<file path="config.mk">
export PLATFORM = sky130hd
export DESIGN_NAME = dual_stepper_rate_generator
export DESIGN_NICKNAME = d
export VERILOG_FILES = /design/src/hw/rtl/dsrg_pkg.sv /design/src/hw/rtl/dsrg_div.sv /design/src/hw/rtl/dsrg_wheel.sv /design/src/hw/rtl/dual_stepper_rate_generator.sv
export SDC_FILE = /design/constraint.sdc
export NUM_CORES = 1
export LEC_CHECK = 0
export ABC_CLOCK_PERIOD_IN_PS = 3400
export BUFFER_PORTS_ARGS = -buffer_cell sky130_fd_sc_hd__buf_4
export CAP_MARGIN = 30
export CORE_MARGIN = 1.5
export CORE_UTILIZATION = 31
export CTS_CLUSTER_DIAMETER = 60
export CTS_CLUSTER_SIZE = 14
export DETAILED_ROUTE_END_ITERATION = 8
export HOLD_SLACK_MARGIN = 0.08
export PLACE_DENSITY = 0.57
export SYNTH_ARGS = -nofsm -noshare
export SYNTH_HDL_FRONTEND = slang
export SYNTH_SLANG_ARGS = --single-unit
export TNS_END_PERCENT = 30
</file>
<file path="constraint.sdc">
create_clock -name clk -period 3.4 [get_ports clk]
set_input_delay 0.68 -clock clk [delete_from_list [all_inputs] [get_ports clk]]
set_output_delay 0.68 -clock clk [all_outputs]
set_load 0.05 [all_outputs]
</file>
<file path="src/hw/rtl/dsrg_pkg.sv">
// ----------------------------------------------------------------------------
// dsrg_pkg
// Types and fixed constants shared by the dual stepper rate generator files.
// ----------------------------------------------------------------------------
package dsrg_pkg;

  localparam int RATE_W     = 16;
  localparam int PERIOD_W   = 16;
  localparam int K_W        = 24;
  localparam int DB_W       = 15;
  localparam int CFG_IDX_W  = 1;
  localparam int CFG_DATA_W = 24;

  localparam logic [K_W-1:0]      K_RESET      = 24'd111616;
  localparam logic [DB_W-1:0]     DB_RESET     = 15'd51;
  localparam logic [PERIOD_W-1:0] IDLE_DIVISOR = 16'd255;

  // Configuration register indexes.
  localparam logic [CFG_IDX_W-1:0] CFG_STEP_RATE_CONSTANT = 1'b0;
  localparam logic [CFG_IDX_W-1:0] CFG_DEADBAND           = 1'b1;

  // Function codes of an input item.
  localparam logic FUNC_TICK = 1'b0;
  localparam logic FUNC_RATE = 1'b1;

  typedef struct packed {
    logic                     func;
    logic signed [RATE_W-1:0] rate_left;
    logic signed [RATE_W-1:0] rate_right;
  } in_item_t;

  typedef struct packed {
    logic                step_left;
    logic                step_right;
    logic                dir_left;
    logic                dir_right;
    logic [PERIOD_W-1:0] period_left;
    logic [PERIOD_W-1:0] period_right;
  } out_item_t;

  typedef struct packed {
    logic tick;
    logic start;
  } wheel_ctl_t;

  typedef struct packed {
    logic                step;
    logic                dir;
    logic [PERIOD_W-1:0] period;
    logic                done;
  } wheel_stat_t;

endpackage

</file>
<file path="src/hw/rtl/dsrg_div.sv">
// ----------------------------------------------------------------------------
// dsrg_div
// Bit-serial restoring divider: one quotient bit per cycle, MSB first.
// ----------------------------------------------------------------------------
module dsrg_div (
  input  logic                          clk,
  input  logic                          rst_n,
  input  logic                          start,
  input  logic [dsrg_pkg::K_W-1:0]      dividend,
  input  logic [dsrg_pkg::RATE_W-1:0]   divisor,
  output logic                          done,
  output logic [dsrg_pkg::K_W-1:0]      quotient
);

  localparam int DVD_W = dsrg_pkg::K_W;
  localparam int DVS_W = dsrg_pkg::RATE_W;
  localparam int CNT_W = $clog2(DVD_W + 1);

  logic             busy_r;
  logic             done_r;
  logic [CNT_W-1:0] cnt_r;
  logic [DVS_W-1:0] rem_r;
  logic [DVS_W-1:0] dvs_r;
  // Holds the dividend; quotient bits shift in from the bottom.
  logic [DVD_W-1:0] dvd_r;

  logic [DVS_W:0]   trial;
  logic             qbit;
  logic [DVS_W:0]   diff;

  assign trial = {rem_r, dvd_r[DVD_W-1]};
  assign qbit  = (trial >= {1'b0, dvs_r});
  assign diff  = trial - {1'b0, dvs_r};

  always_ff @(posedge clk) begin
    if (!rst_n) begin
      busy_r <= 1'b0;
      done_r <= 1'b0;
      cnt_r  <= '0;
    end else begin
      done_r <= busy_r && (cnt_r == CNT_W'(1));
      if (start) begin
        busy_r <= 1'b1;
        cnt_r  <= CNT_W'(DVD_W);
      end else if (busy_r) begin
        cnt_r <= cnt_r - CNT_W'(1);
        if (cnt_r == CNT_W'(1)) begin
          busy_r <= 1'b0;
        end
      end
    end
  end

  always_ff @(posedge clk) begin
    if (start) begin
      dvd_r <= dividend;
      dvs_r <= divisor;
      rem_r <= '0;
    end else if (busy_r) begin
      rem_r <= qbit ? diff[DVS_W-1:0] : trial[DVS_W-1:0];
      dvd_r <= {dvd_r[DVD_W-2:0], qbit};
    end
  end

  assign done     = done_r;
  assign quotient = dvd_r;

endmodule

</file>
<file path="src/hw/rtl/dsrg_wheel.sv">
// ----------------------------------------------------------------------------
// dsrg_wheel
// One wheel: tick counter, divisor and direction, with a serial divider that
// turns a rate into a new divisor.
// ----------------------------------------------------------------------------
module dsrg_wheel #(
  parameter int COUNT_BITS = 16
) (
  input  logic                                   clk,
  input  logic                                   rst_n,
  input  dsrg_pkg::wheel_ctl_t                   ctl,
  input  logic signed [dsrg_pkg::RATE_W-1:0]     rate,
  input  logic [dsrg_pkg::K_W-1:0]               k,
  input  logic [dsrg_pkg::DB_W-1:0]              deadband,
  output dsrg_pkg::wheel_stat_t                  stat
);

  localparam int PW    = dsrg_pkg::PERIOD_W;
  localparam int QW    = dsrg_pkg::K_W;
  localparam int CMP_W = (COUNT_BITS > PW) ? COUNT_BITS : PW;
  localparam logic [PW-1:0] DIV_MAX = (COUNT_BITS >= PW) ? {PW{1'b1}} :
                                      PW'((64'd1 << COUNT_BITS) - 64'd1);

  logic [COUNT_BITS-1:0] count_r;
  logic [PW-1:0]         divisor_r;
  logic                  dir_r;
  logic                  neg_r;
  logic                  idle_r;

  logic                  neg;
  logic [PW-1:0]         mag;
  logic                  step;
  logic                  div_done;
  logic [QW-1:0]         quot;
  logic [QW-1:0]         quot_m1;
  logic [PW-1:0]         sat_div;

  // The most negative rate has magnitude 32768, which still fits unsigned.
  assign neg = rate[dsrg_pkg::RATE_W-1];
  assign mag = neg ? PW'(PW'(0) - $unsigned(rate)) : $unsigned(rate);

  assign step = (CMP_W'(count_r) >= CMP_W'(divisor_r));

  dsrg_div u_div (
    .clk      (clk),
    .rst_n    (rst_n),
    .start    (ctl.start),
    .dividend (k),
    .divisor  (mag),
    .done     (div_done),
    .quotient (quot)
  );

  assign quot_m1 = quot - QW'(1);

  always_comb begin
    if (quot == '0) begin
      sat_div = '0;
    end else if (quot_m1 > QW'(DIV_MAX)) begin
      sat_div = DIV_MAX;
    end else begin
      sat_div = quot_m1[PW-1:0];
    end
  end

  always_ff @(posedge clk) begin
    if (!rst_n) begin
      count_r   <= '0;
      divisor_r <= '0;
      dir_r     <= 1'b0;
    end else begin
      if (ctl.tick) begin
        count_r <= step ? '0 : count_r + COUNT_BITS'(1);
      end
      if (div_done) begin
        if (idle_r) begin
          divisor_r <= dsrg_pkg::IDLE_DIVISOR;
        end else begin
          divisor_r <= sat_div;
          dir_r     <= neg_r;
        end
      end
    end
  end

  // Sign and deadband decision are taken when the rate arrives; the divider
  // runs anyway and its result is dropped for an idling wheel.
  always_ff @(posedge clk) begin
    if (ctl.start) begin
      neg_r  <= neg;
      idle_r <= (mag <= {1'b0, deadband});
    end
  end

  assign stat.step   = step;
  assign stat.dir    = dir_r;
  assign stat.period = divisor_r;
  assign stat.done   = div_done;

endmodule

</file>
<file path="src/hw/rtl/dual_stepper_rate_generator.sv">
// ----------------------------------------------------------------------------
// dual_stepper_rate_generator
// Step pulse generator for two stepper wheels with bit-serial rate division.
//
//   channel  ports                          direction  payload
//   input    in_valid/in_ready/in_data      in         dsrg_pkg::in_item_t
//   result   out_valid/out_ready/out_data   out        dsrg_pkg::out_item_t
//   config   cfg_we/cfg_index/cfg_data      in         24-bit write data
//
// A tick item's result is registered on the accepting edge. For a rate item,
// both wheels run a 24-step serial divider in parallel (one quotient bit per
// cycle), then the wheels take the new divisors and the load state fills the
// result register. Only one rate item is in flight at a time. Reset is
// synchronous; it clears counters, divisors, directions and out_valid and
// reloads the config registers. A stalled result holds in the output register;
// a new item is taken in the same cycle the waiting result leaves.
// ----------------------------------------------------------------------------
module dual_stepper_rate_generator #(
  parameter int COUNT_BITS = 16
) (
  input  logic                                 clk,
  input  logic                                 rst_n,
  input  logic                                 in_valid,
  output logic                                 in_ready,
  input  dsrg_pkg::in_item_t                   in_data,
  output logic                                 out_valid,
  input  logic                                 out_ready,
  output dsrg_pkg::out_item_t                  out_data,
  input  logic                                 cfg_we,
  input  logic [dsrg_pkg::CFG_IDX_W-1:0]       cfg_index,
  input  logic [dsrg_pkg::CFG_DATA_W-1:0]      cfg_data
);

  typedef enum logic [2:0] {
    ST_IDLE = 3'b001,
    ST_DIV  = 3'b010,
    ST_LOAD = 3'b100
  } state_t;

  state_t                         state_r;
  state_t                         state_nxt;
  logic [dsrg_pkg::K_W-1:0]       k_r;
  logic [dsrg_pkg::DB_W-1:0]      db_r;
  logic                           out_valid_r;
  dsrg_pkg::out_item_t            out_data_r;
  dsrg_pkg::out_item_t            out_data_nxt;

  logic                           in_acc;
  logic                           tick_acc;
  logic                           rate_acc;
  logic                           load_out;
  dsrg_pkg::wheel_ctl_t           ctl;
  dsrg_pkg::wheel_stat_t          stat_l;
  dsrg_pkg::wheel_stat_t          stat_r;

  assign in_ready = (state_r == ST_IDLE) && (!out_valid_r || out_ready);
  assign in_acc   = in_valid && in_ready;
  assign tick_acc = in_acc && (in_data.func == dsrg_pkg::FUNC_TICK);
  assign rate_acc = in_acc && (in_data.func == dsrg_pkg::FUNC_RATE);

  assign ctl.tick  = tick_acc;
  assign ctl.start = rate_acc;

  dsrg_wheel #(.COUNT_BITS(COUNT_BITS)) u_left (
    .clk      (clk),
    .rst_n    (rst_n),
    .ctl      (ctl),
    .rate     (in_data.rate_left),
    .k        (k_r),
    .deadband (db_r),
    .stat     (stat_l)
  );

  dsrg_wheel #(.COUNT_BITS(COUNT_BITS)) u_right (
    .clk      (clk),
    .rst_n    (rst_n),
    .ctl      (ctl),
    .rate     (in_data.rate_right),
    .k        (k_r),
    .deadband (db_r),
    .stat     (stat_r)
  );

  always_ff @(posedge clk) begin
    if (!rst_n) begin
      k_r  <= dsrg_pkg::K_RESET;
      db_r <= dsrg_pkg::DB_RESET;
    end else if (cfg_we) begin
      case (cfg_index)
        dsrg_pkg::CFG_STEP_RATE_CONSTANT: k_r  <= cfg_data[dsrg_pkg::K_W-1:0];
        dsrg_pkg::CFG_DEADBAND:           db_r <= cfg_data[dsrg_pkg::DB_W-1:0];
        default: ;
      endcase
    end
  end

  always_comb begin
    state_nxt = state_r;
    case (state_r)
      ST_IDLE: if (rate_acc) state_nxt = ST_DIV;
      ST_DIV:  if (stat_l.done) state_nxt = ST_LOAD;
      ST_LOAD: state_nxt = ST_IDLE;
      default: state_nxt = ST_IDLE;
    endcase
  end

  always_ff @(posedge clk) begin
    if (!rst_n) begin
      state_r <= ST_IDLE;
    end else begin
      state_r <= state_nxt;
    end
  end

  // In the load state the wheels already hold the new divisors, and the
  // result register was freed when the rate item was accepted.
  assign load_out = tick_acc || (state_r == ST_LOAD);

  always_comb begin
    out_data_nxt.step_left    = tick_acc && stat_l.step;
    out_data_nxt.step_right   = tick_acc && stat_r.step;
    out_data_nxt.dir_left     = stat_l.dir;
    out_data_nxt.dir_right    = stat_r.dir;
    out_data_nxt.period_left  = stat_l.period;
    out_data_nxt.period_right = stat_r.period;
  end

  always_ff @(posedge clk) begin
    if (!rst_n) begin
      out_valid_r <= 1'b0;
    end else if (load_out) begin
      out_valid_r <= 1'b1;
    end else if (out_ready) begin
      out_valid_r <= 1'b0;
    end
  end

  always_ff @(posedge clk) begin
    if (load_out) begin
      out_data_r <= out_data_nxt;
    end
  end

  assign out_valid = out_valid_r;
  assign out_data  = out_data_r;

endmodule

</file>
==> results.yml, run 1 <==
outcome:
  status: "complete, no violations"
power:
  power.density_mw_per_mm2: 530
  swShare_pct: 31.3
  power_frac_seq_pct: 43.4
  pwr-share-comb_pct: 23.4
  power.share.clock_pct: 33.2
  ir_drop_mv: 0.349
  p_int_mw: 6.30
  p_sw_mw: 2.87
  leakage_nw: 6.80
sta:
  setup_violations: 0
  fin_crit_ps: 2910
  final-hold-violation-count: 0
  max_slew_margin_pct: 37.5
  setup_tns_ps: 0
  rsz0062_at_grt: "no"
  max_freq_mhz: 343
  maxSlewViolCount: 0
  min_period_over_period_pct: 85.7
  clock-skew-final_ps: 33.0
  worst_pin_slew_ps: 938
critical_path:
  r2r_start: "u_right.u_div.quotient[4]"
  cp_max_fo: 16
  worstReg2RegEnd: "u_right.divisor_r[5]"
  r2r_cells: 7
  cp-end-kind: "flip-flop"
  regToRegSetupSlack_ps: 490
  cp-start-kind: "flip-flop"
  cp-endpoint: "u_right.divisor_r[5]"
  cp.arrival_ps: 3320
  startpoint: "u_right.u_div.quotient[4]"
  required_ps: 3810
  setup.worst_path.class: "reg -> reg"
detailed_routing:
  routed_wl_mm: 38.6
  ant_nets: 0
  viasPerCell: 5.04
  drc_errors: 0
  avgRoutedWirePerCell_microns: 16.3
  vias: 12000
  dr.pass1.iters: 5
  first_iter_violations: 781
synthesis:
  synth_warnings: 0
  syn-instance-count: 1647
  yosysSeqAreaShare_pct: 44.8
  ys.flop_type: "dfxtp_1"
  synth-async-reset-ratio_pct: 0
  syn-num-nets: 1818
  ys_types: 72
  synth_area_sq_mm: 0.0150
  synth-edff-count: 120
  synth.avg_cell_area_sq_um: 9.10
  synth_seq_cells: 275
layout:
  fillCellCount: 4785
  diodes: 0
  fin_nets: 1907
  syn_to_final_growth_pct: 15.7
  most-common-layout-cells: "283 x nand2_1, 155 x dfxtp_1, 123 x a21oi_1"
  final_common_cell: "nand2_1"
  fin_area_sq_mm: 0.0173
  drive_gt1_share_pct: 10.7
clock_network:
  tritoncts: "done"
  clkLatencyLatePin_ps: 590
  cts_resized: 0
  h-tree-depth: 1
  holdBufCountCts: 0
  clk_pin_slew_ps: 70
  post_cts_buffers: 0
  cts_sinks: 275
  cts_buffers: 28
  cts_buffer_depth: 3
  cts_root_buf: "clkbuf_16"
job:
  cap_violations: 0
global_route:
  grt_max_degree: 78
  grt_pass1_wl_mm: 61.3
  grt_antenna_before_repair: 0
  grt_pass1_vias: 11200
  grt_overflow: 0
  grt_util_all_layers_pct: 15.3
placement:
  place.gp.congestion: 0.848
  place_hpwl_mm: 29.3
  port_buffers: 100
  placed_area_sq_mm: 0.0164
floorplan:
  design.core.area_sq_mm: 0.0477
  io_pins: 101
  dieArea_sq_mm: 0.0497
  start_util_pct: 31.4
  die_w_microns: 223
  rows: 80
  fp.dieH_microns: 223
hold_path:
  min_from: "in_data[0]"
  worstHoldPathType: "in -> reg"
-- registers in the layout, summed over array words and instances, names as in the netlist, 3 cells and up --
| register | flops |
|---|---|
| u_left.count_r | 16 |
| u_left.u_div.rem_r | 16 |
| u_left.u_div.dvs_r | 16 |
| db_r | 15 |
| u_left.u_div.cnt_r | 5 |
| u_left.divisor_r | 16 |
| u_left.u_div.quotient | 24 |
| u_right.divisor_r | 16 |
| state_r | 3 |
| out_data | 36 |
| u_right.u_div.rem_r | 16 |
| u_right.u_div.cnt_r | 5 |
| u_right.u_div.quotient | 24 |
| u_right.count_r | 16 |
| k_r | 24 |
| u_right.u_div.dvs_r | 16 |
-- per-stage QoR --
stage	util, %	std cells	setup slack [ps]	hold WS [ps]	power, mW
after global placement	34.4	2320	71.9	447	6.15
after detailed placement	34.4	2321	38.0	447	6.20
after CTS	36.3	2373	481	270	9.27
final	36.3	2373	487	304	9.18
after floorplan	-	1647	304	408	5.62
after global routing	36.3	2373	264	274	9.69
-- power groups by stage --
stage / logic (mW) / clock network, mW / registers, mW
4_1_cts: 2.15 / 3.13 / 3.98
5_1_grt: 2.41 / 3.27 / 4.01
3_5_place_dp: 2.14 / 0 / 4.05
6_report: 2.15 / 3.05 / 3.98
2_1_floorplan: 1.59 / 0 / 4.03
3_3_place_gp: 2.11 / 0 / 4.05
-- per-layer routing --
layer  vias up  track usage (%)  wire (microns)
met4         0             3.99             746
met3        47             2.10            1770
met2       254             24.5           17500
li1       6010                -               -
met5         -                0               0
met1      5659             21.7           18600
-- logic make-up (layout without fill, tap and decap cells) --
logic type,count (synthesis),in the layout,share of synthesized area (%)
AOI/OAI and AO/OA,364,364,15.3
xor gates and xnor gates,106,106,6.20
adders and majority gates,108,108,9.12
buffers and inverters,180,291,4.69
DFF,275,275,44.8
muxes,18,18,1.22
and+or+nand+nor,596,596,18.7
-- cell type report --
cell class	instances	area [sq um]	share of cell area, %
well taps	615	769	4.44
clock inverters	14	148	0.852
clock buffers	38	758	4.38
inverters	117	439	2.53
flip-flops and latches	275	6710	38.7
multi-input cells	1192	7580	43.7
repair buffers	122	928	5.36
-- worst max-delay path: stages, from the launching register on --
cell and delay, ps:
edfxtp_1 500, nor4_2 360, nor4b_4 310, and4_4 310, xor2_1 60, or3_1 370, a221oi_4 680, a31oi_1 170
-- worst min path at each step --
| stage | cells after the start | end | slack (ps) |
|---|---|---|---|
| detailed placement | 2 | k_r[19] | 450 |
| finish | 1 | u_right.u_div.dvs_r[0] | 300 |
| global placement | 2 | k_r[23] | 450 |
| floorplan | 0 | out_data[32] | 410 |
| CTS | 1 | u_right.u_div.dvs_r[0] | 270 |
| global route | 1 | u_right.u_div.dvs_r[0] | 270 |
-- synthesized netlist by cell type, drive strengths merged (5+ instances only) --
library cell / count / area (sq um)
nand2: 283 / 1060
dfxtp: 155 / 3100
a21oi: 123 / 616
edfxtp: 120 / 3600
inv: 116 / 435
ha: 106 / 1330
o21ai: 87 / 435
nor2: 80 / 300
xnor2: 75 / 657
nor3: 51 / 272
clkbuf: 50 / 188
nand3: 48 / 240
a21o: 31 / 233
xor2: 31 / 272
nand2b: 25 / 156
a31oi: 23 / 144
nand4: 22 / 138
a211oi: 17 / 128
and3: 17 / 106
mux2i: 16 / 160
nor2b: 15 / 93.8
nor4: 15 / 115
buf: 13 / 76.3
o211ai: 13 / 97.6
o31ai: 11 / 82.6
o21a: 9 / 67.6
or4: 9 / 67.6
a311oi: 8 / 70.1
or3: 7 / 43.8
nor4b: 6 / 67.6
a221oi: 5 / 78.8
Note: power is estimated with default switching activity, not from simulation.
==> run 2, diff against run 1 <==
==> constraint.sdc (replaced) <==
create_clock -name clk -period 3.4 [get_ports clk]
set_input_delay 0.34 -clock clk [delete_from_list [all_inputs] [get_ports clk]]
set_output_delay 0.34 -clock clk [all_outputs]
set_load 0.05 [all_outputs]
==> results.yml, run 2 (synthesis results as in run 1) <==
power:
  leakage_nw: 6.88
  power_mw: 9.07
  ir_drop_mv: 0.366
  power.density_mw_per_mm2: 518
layout:
  final_common_cell: "nand2_1"
  diodes: 0
  multi_input_area_sq_mm: 0.00758
  final_cells: 2398
  largest_reg_flops: 36
  syn_to_final_growth_pct: 17.0
  fin_nets: 1933
  fillCellCount: 4755
  drive_gt1_share_pct: 10.3
  most-common-layout-cells: "283 x nand2_1, 155 x dfxtp_1, 123 x a21oi_1"
  seqCellArea_sq_mm: 0.00671
  fin_util_pct: 36.7
critical_path:
  path_buf_inv: 2
  cp_max_fo: 4
  setup.worst_path.class: "in -> reg"
  cp_slowest_cell: "dlygate4sd3_1"
  cp_top_family: "simple AND/OR/NAND/NOR gates"
  critPathMostFrequentCell: "a21o_1"
  required_ps: 3820
  cp-start-kind: "primary input"
  path_cells: "dlygate4sd3_1 > buf_4 > or4_1 > or3_1 > nand2_1 > xnor2_1 > ha_1 > a21o_1 > a21o_1 > a21oi_1 > o21ai_0 > a21o_1 > a21oi_1"
  slowest_delay_ps: 570
  cp.arrival_ps: 3440
  cp-end-kind: "flip-flop"
clock_network:
  cts_root_buf: "clkbuf_16"
  clkLatencyLatePin_ps: 570
  cts_buffers: 27
  cts_sinks: 275
  clk_pin_slew_ps: 70
  cts_buffer_depth: 3
  h-tree-depth: 1
  tritoncts: "done"
detailed_routing:
  first_iter_violations: 728
  drc_errors: 0
  avgRoutedWirePerCell_microns: 16.1
  viasPerCell: 5.05
  dr.pass1.iters: 5
  routed_wl_mm: 38.7
  vias: 12100
  ant_nets: 0
sta:
  rsz0062_at_grt: "no"
  worst_pin_slew_ps: 963
  final-hold-violation-count: 0
  setup_violations: 0
  max_slew_margin_pct: 35.5
  max_freq_mhz: 331
  min_period_over_period_pct: 88.7
  fin_crit_ps: 3020
  clock-skew-final_ps: 31.2
  setup_tns_ps: 0
  holdWs_ps: 111
  maxSlewViolCount: 0
global_route:
  grt_antenna_before_repair: 0
  grt_overflow: 0
  grt_max_degree: 55
  grt_util_all_layers_pct: 15.4
  grt_pass1_vias: 11500
  grt_pass1_wl_mm: 61.8
placement:
  dp_cells: 2322
  place_hpwl_mm: 29.3
  place.gp.congestion: 0.881
  port_buffers: 100
floorplan:
  io_pins: 101
  fp.dieH_microns: 223
  dieArea_sq_mm: 0.0497
  die_w_microns: 223
  design.core.area_sq_mm: 0.0477
  rows: 80
  start_util_pct: 31.4
outcome:
  status: "complete, no violations"
job:
  cap_violations: 0
hold_path:
  worstHoldPathType: "in -> reg"
==> run 2: path summary, 6_finish.rpt <==
path / startpoint / end / slack [ps] / depth (start not counted)
hold / removal: in_data[31] / u_left.neg_r / 110 / 1
setup reg to reg: u_right.u_div.quotient[4] / u_right.divisor_r[3] / 490 / 7
setup / recovery: in_data[16] / u_left.idle_r / 380 / 13
hold reg to reg: u_right.dir_r / out_data[32] / 460 / 0
==> run 2: worst reg2reg max path: stages, from the launching register on <==
cell,delay [ps]
edfxtp_1,500
nor4_2,380
nor4b_4,320
and4_4,310
xor2_1,60
or3_1,350
a221oi_4,650
a31oi_1,180
==> run 2: report_power, final <==
part | switching (mW) | total [mW] | internal (mW)
combinational | 1.28 | 2.19 | 0.911
sequential | 0.232 | 3.98 | 3.75
clock | 1.32 | 2.90 | 1.59
total | 2.83 | 9.07 | 6.24
==> run 2: final cells by class <==
class,instances,share of cell area (%)
flip-flops and latches,275,38.3
inverters,117,2.50
well taps,615,4.39
clock inverters,9,0.414
clock buffers,41,4.39
multi-input cells,1192,43.2
repair buffers,149,6.82
==> run 2: through the flow <==
stage / area (sq um) / setup WS, ps
6_report: 17500 / 383
5_1_grt: 17500 / 261
4_1_cts: 17500 / 466
3_5_place_dp: 16400 / 369
3_3_place_gp: 16400 / 408
2_1_floorplan: 15000 / 590
==> run 2: routing by layer <==
metal | share of wire [%] | routed length, microns | GRT usage (%)
met1 | 47 | 18400 | 21.0
met2 | 44 | 17200 | 24.6
met3 | 5.2 | 2000 | 2.45
met4 | 2.9 | 1130 | 5.40
met5 | 0 | 0 | 0
==> run 2: repair_timing <==
item / CTS / global route
buffers inserted: 0 / 0
hold buffers: 26 / 0
endpoints found under the hold margin: 41 / 0
endpoints found under the setup margin: 0 / 0
resized for setup: 0 / 0
